==> src/rtl/lah_mul.sv <==
// shared registered unsigned multiplier
module lah_mul (
  input  logic        clk_i,
  input  logic [31:0] a_i,
  input  logic [31:0] b_i,
  output logic [63:0] p_o
);
  logic [63:0] p_q;
  logic [63:0] p_d;

  assign p_d = 64'(a_i) * 64'(b_i);

  always_ff @(posedge clk_i) begin
    p_q <= p_d;
  end

  assign p_o = p_q;
endmodule

==> config.mk <==
export PLATFORM = sky130hd
export DESIGN_NAME = lah_mul
export DESIGN_NICKNAME = d
export VERILOG_FILES = /design/src/rtl/lah_mul.sv
export SDC_FILE = /design/constraint.sdc
export NUM_CORES = 2
export LEC_CHECK = 0
export BUFFER_PORTS_ARGS = -buffer_cell sky130_fd_sc_hd__buf_2
export CORE_ASPECT_RATIO = 0.9
export CORE_MARGIN = 2
export CORE_UTILIZATION = 48
export CTS_CLUSTER_DIAMETER = 80
export CTS_CLUSTER_SIZE = 25
export DETAILED_ROUTE_END_ITERATION = 8
export PLACE_DENSITY = 0.67
export SLEW_MARGIN = 20
export SYNTH_ARGS = -nofsm -noshare
export SYNTH_HDL_FRONTEND = slang
export SYNTH_SLANG_ARGS = --single-unit
==> constraint.sdc <==
create_clock -name clk_i -period 8.1 [get_ports clk_i]
set_input_delay 1.62 -clock clk_i [delete_from_list [all_inputs] [get_ports clk_i]]
set_output_delay 1.62 -clock clk_i [all_outputs]
set_load 0.03 [all_outputs]
[After elaboration in Yosys (flattened, before gate mapping)]
Index checks and enable logic that the tools add are counted.
Word-level totals
  register bits after elaboration: 64
  input bits: 65
  output and inout port bits: 64
Cells by class
  $mul: 1
Operators with widths (number)
  32-bit by 32-bit multiplier with 64-bit output: 1

[Logic depth before layout (Yosys ltp)]
  word-level depth: 1
  mapped depth: 29

[Worst setup path before layout]
OpenSTA, ideal clock, no wires.
  path kind: input port to flip-flop
  start point: in a_i[25]
  end point: reg p_q[62] (netlist: p_o[62])
  library setup time: 72 ps
  arrival: 8296 ps
  setup slack: -268 ps
  stages on the path: 25
  cell sequence: clkbuf_1 nand2_1 fa_1 inv_1 fa_1 inv_1 fa_1 inv_1 fa_1 fa_1 fa_1 fa_1 inv_1 fa_1 inv_1 ha_1 buf_2 nand4_1 or4_1 or3_1 a31oi_1 a31o_2 a211oi_1 o21ai_1 xor2_1
Between the ends
  word-level cells in the longest chain between the ends: 1
Ends and longest elaborated chain
  start: declaration: RTL line 4  | input logic [31:0] a_i,
  32-bit by 32-bit multiplier with 64-bit output: RTL line 11  | assign p_d = 64'(a_i) * 64'(b_i);
  via p_d[62]: RTL line 9  | logic [63:0] p_d;
  end signal: assignment: RTL line 14  | p_q <= p_d;
  end: declaration: RTL line 8  | logic [63:0] p_q;
The timed path passes the listed nets, and every way through them passes these cells.

[Worst setup path in the final report]
  start point: in a_i[9]
  end point: reg p_q[62] (netlist: p_o[62])
Same word-level chain as after synthesis.

==> impl_metrics.py <==
metrics = {
    "synthesis": {
        "synth_nets": 4982,
        "ys_ff_latch": 64,
        "async_flop_share_pct": 0,
        "yosys_warnings": 0,
        "seq_area_frac_synth_pct": 3.70,
        "netlist_instances": 3758,
        "synth_flop_cell": "dfxtp_1",
        "synthesis.area_sq_mm": 0.0346,
        "synth_cell_types": 56,
        "synth-edff-count": 0,
        "synth_area_per_cell_sq_um": 9.21,
    },
    "route": {
        "via_per_inst": 5.17,
        "wl_per_cell_um": 19.5,
        "dr.first_iter.drc_count": 1961,
        "ant_nets": 0,
        "drc": 0,
        "vias": 26100,
        "routed_wl_mm": 98.2,
        "firstDrtPassIters": 8,
    },
    "clock_network": {
        "cts_buffers": 9,
        "cts.sinks": 64,
        "cts_tree": "built",
        "path_clk_slew_ns": 0.09,
        "cts-root-buf": "clkbuf_16",
        "cts-htree-levels": 3,
        "holdBufCountCts": 0,
        "clockBufferDepth": 2,
    },
    "status": {
        "violations": "setup timing",
        "status": "complete, but fails checks",
    },
    "cells_and_area": {
        "drive_above_1_share_pct": 18.3,
        "largest_register_ffs": 64,
        "regArea_sq_mm": 0.00128,
        "multi_input_area_sq_mm": 0.0301,
        "final_common_cell": "inv_1",
        "finalNetCount": 5313,
        "nFillCells": 6176,
        "stdcell_count": 5045,
        "final_cell_mix": "inv_1, fa_1, and2_1, nand2_1, buf_4",
        "area_delta_synth_final_pct": 17.9,
    },
    "worst_hold_path": {
        "min_to": "p_o[0]",
        "whs_path_depth": 4,
        "holdCritPathClass": "input port to flip-flop",
        "hold_start": "a_i[0]",
    },
    "run": {
        "cap_violations": 0,
    },
    "place": {
        "place_hpwl_mm": 84.2,
        "port_buffers": 128,
        "pre_cts_slack_ns": -0.825,
        "gp_congestion": 0.934,
        "dp_cells": 4993,
    },
    "timing": {
        "relSlewSlack_pct": 59.1,
        "slew_violations": 0,
        "max_freq_mhz": 121,
        "worstMarginPinSlew_ns": 0.610,
        "setup-violations-final": 11,
        "setup_slack_ns": -0.179,
        "rsz0062_at_grt": "true",
        "min_period_ns": 8.28,
        "fin_crit_sh_pct": 102,
        "fin_setup_tns_ns": -0.837,
        "finalHoldViolCount": 0,
    },
    "critical_path": {
        "required_ns": 8.36,
        "arrival_ns": 8.54,
        "end_kind": "flip-flop",
        "critical-path-max-stage-delay_ns": 0.58,
        "worst_setup_path_start_kind": "input port",
        "worstSetupPathType": "input port to flip-flop",
        "cp_max_fo": 10,
        "cp_common_cell": "fa_1",
        "cp_slowest_cell": "fa_1",
    },
    "global_route": {
        "grt_pass1_wl_mm": 158,
        "globalRouteTotalUtil_pct": 27.4,
        "antenna_found_initial": 0,
        "first_global_vias": 27300,
        "grt-ovfl-total": 0,
        "grt_start_max_net_pins": 25,
    },
    "floorplan": {
        "start_util_pct": 48.5,
        "core_area_sq_mm": 0.0714,
        "io_pins": 129,
        "rows": 93,
        "dieHeight_um": 259,
        "die-area_sq_mm": 0.0743,
        "fp.dieW_um": 287,
    },
}
==> what timing repair did <==
item                       in CTS  in global routing
setup endpoints to repair      26                 29
gates resized for setup       204                170
gates cloned                    1                  6
pin swaps                      95                 74
buffers inserted               14                 18
==> stage by stage <==
step	cell area, sq um	hold slack [ns]	utilization, %
final	40800	1.74	57.2
after global routing	40800	1.78	57.1
after CTS	39900	1.74	55.9
after detailed placement	38800	2.05	54.2
after global placement	38800	2.06	54.2
after floorplan	34700	1.75	-
==> cells in the mapped netlist (all sizes together), types with 21 or more instances <==
library cell  count  area [sq um]
fa              896         17900
inv             863          3240
and2            603          3770
nand2           478          1790
ha              263          3290
clkbuf          216           812
a21oi            70           358
dfxtp            64          1280
a21o             37           278
xnor2            33           289
o21ai            30           150
xor2             26           228
nand4            24           150
nor2             21          78.8
==> logic make-up (layout without fill, tap and decap cells) <==
group                      count (synthesis)  in the layout  synth area share (%)
muxes                                      1              1                0.0289
adders and majority gates               1159           1159                  61.3
DFF                                       64             64                  3.70
other                                      0              1                     0
buffers and inverters                   1090           1426                  11.9
xor gates and xnor gates                  59             59                  1.49
AOI/OAI and AO/OA                        205            205                  3.92
and+or+nand+nor                         1180           1180                  17.7
==> final cells by class <==
type / count / share of cell area [%]
Inverter: 863 / 7.93
Antenna cell: 1 / 0.00613
Clock buffer: 10 / 0.585
Tap cell: 950 / 2.91
Sequential cell: 64 / 3.14
Timing Repair Buffer: 547 / 11.7
Clock inverter: 6 / 0.107
Multi-Input combinational cell: 2604 / 73.6
==> critical path, delay by kind of cell <==
| kind | cells | cell delay (ns) |
|---|---|---|
| buf+inv | 6 | 0.71 |
| compound gates | 8 | 1.59 |
| fa+ha+maj | 9 | 4.33 |
| simple gates | 1 | 0.17 |
| xor+xnor | 1 | 0.16 |
==> worst max path at each step <==
stage                        from  endpoint  slack [ns]  cells after the start
after floorplan           a_i[25]   p_o[62]       -0.06                     25
after global placement    a_i[15]   p_o[57]       -0.84                     24
after global routing       a_i[9]   p_o[62]       -0.36                     25
after CTS                 a_i[16]   p_o[62]       -0.16                     25
final                      a_i[9]   p_o[62]       -0.18                     25
after detailed placement  a_i[15]   p_o[57]       -0.82                     24
==> routing by layer <==
| layer | share of wire [%] | track usage (%) |
|---|---|---|
| met1 | 47 | 43.9 |
| met2 | 41 | 38.5 |
| met3 | 11 | 6.52 |
| met4 | 1.1 | 3.30 |
| met5 | 0 | 0 |
Power is left out: the tool's default activity adds up to more than one toggle a clock period on the data nets, which glitch-free logic cannot reach.
