`config.mk`:
```
export PLATFORM = sky130hd
export DESIGN_NAME = lah_div
export DESIGN_NICKNAME = d
export VERILOG_FILES = /design/src/rtl/lah_div.sv
export SDC_FILE = /design/constraint.sdc
export NUM_CORES = 1
export LEC_CHECK = 0
export BUFFER_PORTS_ARGS = -buffer_cell sky130_fd_sc_hd__buf_2
export CORE_UTILIZATION = 45
export CTS_CLUSTER_DIAMETER = 120
export DETAILED_ROUTE_END_ITERATION = 10
export HOLD_SLACK_MARGIN = 0.05
export PLACE_DENSITY = 0.7
export RECOVER_POWER = 25
export SLEW_MARGIN = 25
export SYNTH_ARGS = -nofsm -noshare
export SYNTH_HDL_FRONTEND = slang
export SYNTH_SLANG_ARGS = --single-unit
```
`constraint.sdc`:
```
create_clock -name clk_i -period 2.38 [get_ports clk_i]
set_input_delay 0.357 -clock clk_i [delete_from_list [all_inputs] [get_ports clk_i]]
set_output_delay 0.357 -clock clk_i [all_outputs]
set_load 0.1 [all_outputs]
```
`src/rtl/lah_div.sv`:
```
// restoring divider, one quotient bit per cycle
module lah_div #(
  parameter int unsigned Nw = 37,
  parameter int unsigned Dw = 24
) (
  input  logic          clk_i,
  input  logic          rst_ni,
  input  logic          start_i,
  input  logic [Nw-1:0] dividend_i,
  input  logic [Dw-1:0] divisor_i,
  output logic          done_o,
  output logic [Nw-1:0] quotient_o
);
  localparam int unsigned CW = $clog2(Nw + 1);

  logic [CW-1:0] cnt_q, cnt_d;
  logic          busy_q, busy_d;
  logic          done_q, done_d;
  logic [Nw-1:0] num_q, num_d;
  logic [Dw:0]   rem_q, rem_d;
  logic [Dw-1:0] dsr_q, dsr_d;
  logic [Dw:0]   shifted;

  always_comb begin
    cnt_d   = cnt_q;
    busy_d  = busy_q;
    done_d  = 1'b0;
    num_d   = num_q;
    rem_d   = rem_q;
    dsr_d   = dsr_q;
    shifted = {rem_q[Dw-1:0], num_q[Nw-1]};
    if (start_i && !busy_q) begin
      cnt_d  = CW'(Nw);
      busy_d = 1'b1;
      num_d  = dividend_i;
      rem_d  = '0;
      dsr_d  = divisor_i;
    end else if (busy_q) begin
      if (shifted >= {1'b0, dsr_q}) begin
        rem_d = shifted - {1'b0, dsr_q};
        num_d = {num_q[Nw-2:0], 1'b1};
      end else begin
        rem_d = shifted;
        num_d = {num_q[Nw-2:0], 1'b0};
      end
      cnt_d = cnt_q - CW'(1);
      if (cnt_q == CW'(1)) begin
        busy_d = 1'b0;
        done_d = 1'b1;
      end
    end
  end

  always_ff @(posedge clk_i or negedge rst_ni) begin
    if (!rst_ni) begin
      cnt_q  <= '0;
      busy_q <= 1'b0;
      done_q <= 1'b0;
    end else begin
      cnt_q  <= cnt_d;
      busy_q <= busy_d;
      done_q <= done_d;
    end
  end

  always_ff @(posedge clk_i) begin
    num_q <= num_d;
    rem_q <= rem_d;
    dsr_q <= dsr_d;
  end

  assign done_o     = done_q;
  assign quotient_o = num_q;
endmodule

```
# ---- Word-level counts from Yosys, hierarchy flattened
# Index checks and enable logic that the tools add are counted.
dict set report word_totals {
  out_inout_bits 38
  regBits 93
  inputBits 64
  elab_cells 25
}
dict set report classes {
  n_eq_ne 1
  n_mux 12
  addsub 2
  magnitude_cmp 1
  n_reduce_logical 3
}
# op n
set op_table {}
lappend op_table {{37-bit two-way mux} 2}
lappend op_table {{25-bit by 24-bit greater-or-equal comparator with 1-bit output} 1}
lappend op_table {{24-bit two-way mux} 1}
lappend op_table {{24-bit subtractor} 1}
lappend op_table {{6-bit two-way mux} 2}
lappend op_table {{1-bit two-way mux} 7}
lappend op_table {{6-bit by 1-bit == test with 1-bit output, second input constant} 1}
lappend op_table {{6-bit by 1-bit subtractor with 6-bit output, second input constant} 1}
lappend op_table {{2-bit nonzero test} 1}
lappend op_table {{1-bit logical AND} 1}
lappend op_table {{1-bit logical NOT} 1}

# ---- Logic depth before layout (Yosys ltp)
# Gate-level depths: netlist of the first run.
dict set report depth {
  ltp_word 4
  mapped_depth 12
  depth_no_buf 11
}

# ---- Worst setup path after synthesis of the first run
# Ideal clock, no wire load.
dict set report synth_timing {
  path_type {reg2reg}
  start {register num_q[36], in the netlist quotient_o[36]}
  end {register num_q[0], in the netlist quotient_o[0] (data pin)}
  synth_period_minus_slack_ns 3.055
  arrival_time_ns 2.795
  slack_ns -0.675
  stages_incl_launch_ff 11
  setup_time_ns 0.260
  t_required_ns 2.120
  path_buffers 1
  cell_sequence {edfxtp_1 inv_1 ha_1 nand4_1 nor4_1 a31o_1 or3_1 a211oi_2 nor2_2 buf_2 mux2_2}
}
dict set report synth_via {
  elab_chain_len 4
}
# item line_no
set synth_lines {}
lappend synth_lines {{from (decl)} 19} ;# logic [Nw-1:0] num_q, num_d;
lappend synth_lines {{from (signal assigned)} 67} ;# num_q <= num_d;
lappend synth_lines {{25-bit by 24-bit greater-or-equal comparator with 1-bit output} 39} ;# if (shifted >= {1'b0, dsr_q}) begin
lappend synth_lines {{1-bit two-way mux} 39}
lappend synth_lines {{37-bit two-way mux} 38} ;# end else if (busy_q) begin
lappend synth_lines {{37-bit two-way mux} 32} ;# if (start_i && !busy_q) begin
lappend synth_lines {{named net num_d[0]} 19}
# The timed path passes the listed nets, and every way through them passes these cells. The select of a mux whose other input is x is not followed.
# A chain may end at the register's enable or synchronous reset.

# ---- Final worst setup path of the first run
dict set report layout_timing {
  start {register dsr_q[1]}
  end {register rem_q[8]}
}
dict set report layout_via {
  elab_chain_len 2
  elab_cells_between_ends 3
  cone_classes {add/sub (1); order compare (1); mux (1)}
}
# item line_no
set layout_lines {}
lappend layout_lines {{from (decl)} 21} ;# logic [Dw-1:0] dsr_q, dsr_d;
lappend layout_lines {{from (signal assigned)} 69} ;# dsr_q <= dsr_d;
lappend layout_lines {{24-bit subtractor or 25-bit by 24-bit greater-or-equal comparator with 1-bit output (tied branches)} {40, 39}}
lappend layout_lines {{24-bit two-way mux *} 39}
lappend layout_lines {{to (signal assigned)} 68} ;# rem_q <= rem_d;
lappend layout_lines {{to (decl)} 20} ;# logic [Dw:0] rem_q, rem_d;
# Mark *: on every way between the ends. The rest lies on a longest branch, timed or not.

==> flow_summary.yaml, run 1 <==
place:
  pre_cts_ws_ns: -0.293
  port_buffers: 101
  gp_congestion: 0.893
  hpwl_mm: 8.73
global_route:
  grt_usage_pct: 21.8
  antenna_found_initial: 0
  overflow: 0
  grt_max_degree: 51
  grt_pass1_wl_mm: 19.7
  grt_pass1_vias: 4210
yosys:
  synth.most_common_cell: "edfxtp_1"
  yosys.area_share.simple_pct: 12.2
  ys_seq_elements: 93
  synthesis.instances: 474
  avgSynthCellArea_um2: 10.7
  synth_top_area_cell: "edfxtp_1"
  synth-xor-area-share_pct: 3.80
  synthesis.area_um2: 5070
  synthTopCellsByArea: "edfxtp_1 (36%), dfxtp_1 (9.5%), mux2_2 (8.2%)"
  synth_adder_area_share_pct: 6.81
  yosysWarnings: 0
  synth_nets: 565
  synth_compound_area_share_pct: 15.1
  muxShareOfSynthArea_pct: 8.71
  synth_top_family_by_area: "compound AO/OA/AOI/OAI gates"
  synth_top_area_share_pct: 36.1
  synth_edf_count: 61
  synthFlopType: "edfxtp_1"
  postSynth.asyncResetShare_pct: 8.60
  ys_types: 56
  yosysSeqAreaShare_pct: 49.5
  synth_common_cells: "edfxtp_1 (61), nand2_1 (59), mux2_2 (37)"
routing:
  wl_per_cell_um: 15.1
  wl_mm: 12.3
  via_count: 4294
  ant_nets: 0
  routed_via_density: 5.28
  drt_iter0_markers: 207
  drtPass1Iterations: 4
  drc: 0
floorplanning:
  die_w_um: 108
  dieArea_um2: 11700
  core_area_um2: 10900
  die_y_um: 108
  rows: 38
  io_pins: 102
  start_util_pct: 46.4
timing:
  tightest_slew_ns: 0.889
  clock.fmax_mhz: 376
  setup_tns_ns: -2.99
  fin_ws_ns: -0.279
  finalCriticalPeriod_ns: 2.66
  relSlewSlack_pct: 40.6
  slew_violations: 0
  finalClockSkew_ns: 0.00694
  post-route-period-util_pct: 112
  hold_viol: 0
  rsz0062_at_grt: "true"
  setup_viol: 25
finish:
  nNetsFinal: 760
  regArea_um2: 2510
  multi_input_area_um2: 2620
  drive_gt1_share_pct: 45.3
  diodes: 0
  syn2layout_area_growth_pct: 38.9
  nFillCells: 847
clock_network:
  htreeDepth: 3
  clock_latency_ns: 0.35
  clockBufferDepth: 2
  cts_tree: "yes"
  root_buffer: "clkbuf_16"
  cts_made_buffers: 9
  clkTransAtPathRegs_ns: 0.07
  clkSinkCount: 93
worst_setup_path:
  worst_ep_arrival_time_ns: 2.90
  reg2reg_depth: 11
  crit_type: "flop to flop"
  cp_num_buf_inv: 2
  r2r_end: "rem_q[8]$_SDFFE_PP0P_"
  worst_setup_path_start_kind: "flop"
  worstPathMaxFanout: 3
  cp_slowest_cell: "edfxtp_1"
  startpoint: "dsr_q[1]$_DFFE_PP_"
  r2r_slack_ns: -0.28
  critPathMaxStageDelay_ns: 0.39
  reg2reg_from: "dsr_q[1]$_DFFE_PP_"
  critPathTopFamily: "compound AO/OA/AOI/OAI gates"
  worstPathCellList: "inv_2, ha_4, nor2b_4, o211ai_1, a31oi_2, o41a_1, a211oi_4, nor2_4, buf_6, mux2_4, a22o_1"
  end_kind: "flop"
  required_ns: 2.62
min_path:
  hold_class: "input pin to flop"
  min_path_cells: 1
  worstHoldEndpoint: "dsr_q[14]$_DFFE_PP_"
  worstHoldStart: "divisor_i[14]"
run_status:
  status: "finished, violations left"
  violations: "negative setup slack"
flow_run:
  max_cap_viol_count: 0
-- cell type report --
cell class | count | area share, %
multi-input combinational | 329 | 37.2
sequential | 93 | 35.7
timing repair buffer | 203 | 18.6
clock buffer | 10 | 3.25
tap | 140 | 2.49
inverter | 33 | 1.76
clock inverter | 6 | 1.01
-- cells by family (layout without fill, tap and decap cells) --
| logic type | after synthesis | after routing |
|---|---|---|
| compound gates | 110 | 110 |
| xor+xnor | 22 | 22 |
| fa+ha+maj | 27 | 27 |
| buf+inv | 52 | 252 |
| flops | 93 | 93 |
| mux | 39 | 39 |
| simple gates | 131 | 131 |
-- stage by stage --
step	hold WS, ns	area (um2)	util [%]	cells
final	0.175	7050	64.4	814
after global routing	0.162	7050	64.4	814
after CTS	0.162	6930	63.3	806
after detailed placement	0.210	6380	58.4	786
after global placement	0.203	6380	58.4	786
after floorplan	0.0614	5090	-	474
-- worst max path at each step --
| stage | endpoint | slack (ns) | cells after the start |
|---|---|---|---|
| after floorplan | quotient_o[0]$_DFFE_PP_ | -0.59 | 10 |
| after detailed placement | rem_q[8]$_SDFFE_PP0P_ | -0.29 | 11 |
| after CTS | rem_q[8]$_SDFFE_PP0P_ | -0.24 | 11 |
| after global routing | rem_q[8]$_SDFFE_PP0P_ | -0.38 | 11 |
| final | rem_q[8]$_SDFFE_PP0P_ | -0.28 | 11 |
| after global placement | rem_q[8]$_SDFFE_PP0P_ | -0.24 | 11 |
-- layer usage --
metal  vias to the layer above  track usage [%]  wire, um
li1                       2131                -         -
met1                      2009             27.1      5480
met2                       136             36.4      5810
met3                        18             6.15       779
met4                         0             6.85       236
met5                         -                0         0
-- registers in the layout (all words and copies together), names as in the netlist --
register,flops
cnt_q,6
quotient_o,37
rem_q,24
dsr_q,24
busy_q,1
done_o,1
-- cells in the final DEF, fill, tap and decap left out, types with 4 or more instances in the layout --
cell type  synthesis  layout
edfxtp_1          61      61
nand3_1           20       9
dfxtp_1           24      23
a21o_1            11      11
clkbuf_16          0       9
o21a_1             4       4
buf_2              2     100
inv_2              0       4
nand3_2            0      11
mux2_2            37      37
nor2_1            15      15
o21ai_1            5       7
xor2_1             5       4
inv_1             32      29
dfrtp_1            8       8
and3_4             1       5
nor3_1             5       5
ha_1              26      19
xnor2_1           17      17
a21oi_1           23      20
o21ai_0           10       6
o21bai_1           5       4
nand2_1           59      57
ha_4               0       5
a22o_1             5       5
buf_6              0       5
o211ai_1          19      19
buf_4              0      93
-- timing repair --
item / CTS / global route
gates resized for setup: 42 / 22
buffers inserted: 3 / 8
endpoints found under the setup margin: 25 / 25
gates cloned: 0 / 0
pin swaps: 14 / 19
endpoints found under the hold margin: 8 / 0
hold buffers: 1 / 0
Power of run 1 is not shown: default switching activity piles up to over one toggle a cycle in this logic, so the estimate is an artifact.
==> inputs of run 2 (changes only) <==
SETUP_SLACK_MARGIN = 0.5   (was default)
==> flow_summary.yaml, run 2 (synthesized netlist as in run 1, its figures left out) <==
timing:
  hold_viol: 0
  finalCriticalPeriod_ns: 2.62
  relSlewSlack_pct: 26.2
  fin_ws_ns: -0.241
  tightest_slew_ns: 1.11
  setup_viol: 24
  slew_violations: 0
  rsz0062_at_grt: "true"
  post-route-period-util_pct: 110
  finalClockSkew_ns: 0.00854
  clock.fmax_mhz: 382
  hold_slack_ns: 0.187
routing:
  drc: 0
  via_count: 4225
  drt_iter0_markers: 209
  routed_via_density: 5.25
  wl_per_cell_um: 15.2
  drtPass1Iterations: 4
  wl_mm: 12.2
  ant_nets: 0
worst_setup_path:
  r2r_end: "rem_q[8]$_SDFFE_PP0P_"
  required_ns: 2.61
  critPathTopFamily: "simple AND/OR/NAND/NOR gates"
  worst_setup_path_start_kind: "flop"
  r2r_slack_ns: -0.24
  end_kind: "flop"
  reg2reg_depth: 11
  worst_ep_arrival_time_ns: 2.85
  cp_num_buf_inv: 2
  worstPathMaxFanout: 4
  critPathMaxStageDelay_ns: 0.38
  crit_top_cell: "and3_4"
  worstPathCellList: "inv_1, ha_4, and3_4, and3_4, a31o_1, or3_1, a211oi_2, nor2_2, buf_6, mux2_4, a22o_1"
  reg2reg_from: "dsr_q[16]$_DFFE_PP_"
  cp_slowest_cell: "edfxtp_1"
  crit_type: "flop to flop"
clock_network:
  clkSinkCount: 93
  htreeDepth: 3
  cts_tree: "yes"
  clock_latency_ns: 0.34
  clockBufferDepth: 2
  root_buffer: "clkbuf_16"
  clkTransAtPathRegs_ns: 0.07
  cts_made_buffers: 9
floorplanning:
  start_util_pct: 46.4
  core_area_um2: 10900
  rows: 38
  dieArea_um2: 11700
  die_y_um: 108
  io_pins: 102
  die_w_um: 108
place:
  pre_cts_ws_ns: -0.291
  port_buffers: 101
  hpwl_mm: 8.84
  place_inst: 783
  gp_congestion: 0.896
finish:
  final_cell_mix: "buf_2 (100), buf_4 (87), edfxtp_1 (61)"
  nNetsFinal: 750
  syn2layout_area_growth_pct: 34.6
  utilization_pct: 62.5
  layout_commonest_cell: "buf_2"
  diodes: 0
  layoutNonFillerInstCount: 804
  drive_gt1_share_pct: 41.4
  largest_reg_flops: 37
global_route:
  grt_pass1_wl_mm: 20.1
  antenna_found_initial: 0
  overflow: 0
  grt_max_degree: 47
  grt_usage_pct: 22.1
  grt_pass1_vias: 4308
min_path:
  min_path_cells: 1
  hold_class: "input pin to flop"
  worstHoldEndpoint: "dsr_q[10]$_DFFE_PP_"
  worstHoldStart: "divisor_i[10]"
run_status:
  status: "finished, violations left"
  violations: "negative setup slack"
flow_run:
  max_cap_viol_count: 0
-- run 2: routing by layer --
metal	vias to the layer above	GRT usage, %	part of all wire, %
met2	139	37.0	48
li1	2105	-	-
met5	-	0	0
met3	12	5.06	6.0
met1	1969	28.0	45
met4	0	7.53	1.4
-- run 2: through the flow --
stage	area [um2]	TNS (ns)
final	6830	-2.71
after global routing	6830	-7.21
after CTS	6810	-2.52
after detailed placement	6360	-3.96
after global placement	6360	-3.05
after floorplan	5090	-11.99
-- run 2: timing repair --
item,4_1_cts,5_1_grt
cloned,0,0
resized for setup,23,8
pin swaps,5,13
hold buffers,1,0
setup endpoints to repair,25,25
buffers inserted,1,3
hold endpoints to repair,8,0
-- run 2: worst reg2reg max path: stages, from the launching register on --
cell	delay, ns
edfxtp_1	0.38
inv_1	0.10
ha_4	0.20
and3_4	0.18
and3_4	0.18
a31o_1	0.22
or3_1	0.35
a211oi_2	0.21
nor2_2	0.09
buf_6	0.13
mux2_4	0.28
a22o_1	0.18
-- run 2: area by class of cell --
class                      count  area, um2
tap                          140        175
clock buffer                  10        229
sequential                    93       2510
inverter                      33        124
clock inverter                 6       68.8
fill                         921       4100
multi-input combinational    329       2520
timing repair buffer         193       1210
-- run 2: worst max-delay path by stage --
stage	startpoint	end	slack (ns)	depth (start not counted)
floorplan	quotient_o[36]$_DFFE_PP_	quotient_o[0]$_DFFE_PP_	-0.59	10
global placement	dsr_q[22]$_DFFE_PP_	rem_q[8]$_SDFFE_PP0P_	-0.24	11
detailed placement	dsr_q[22]$_DFFE_PP_	rem_q[8]$_SDFFE_PP0P_	-0.29	11
CTS	dsr_q[22]$_DFFE_PP_	rem_q[8]$_SDFFE_PP0P_	-0.25	11
global route	dsr_q[1]$_DFFE_PP_	rem_q[8]$_SDFFE_PP0P_	-0.37	11
finish	dsr_q[16]$_DFFE_PP_	rem_q[8]$_SDFFE_PP0P_	-0.24	11
Power of run 2 is left out for the same reason.
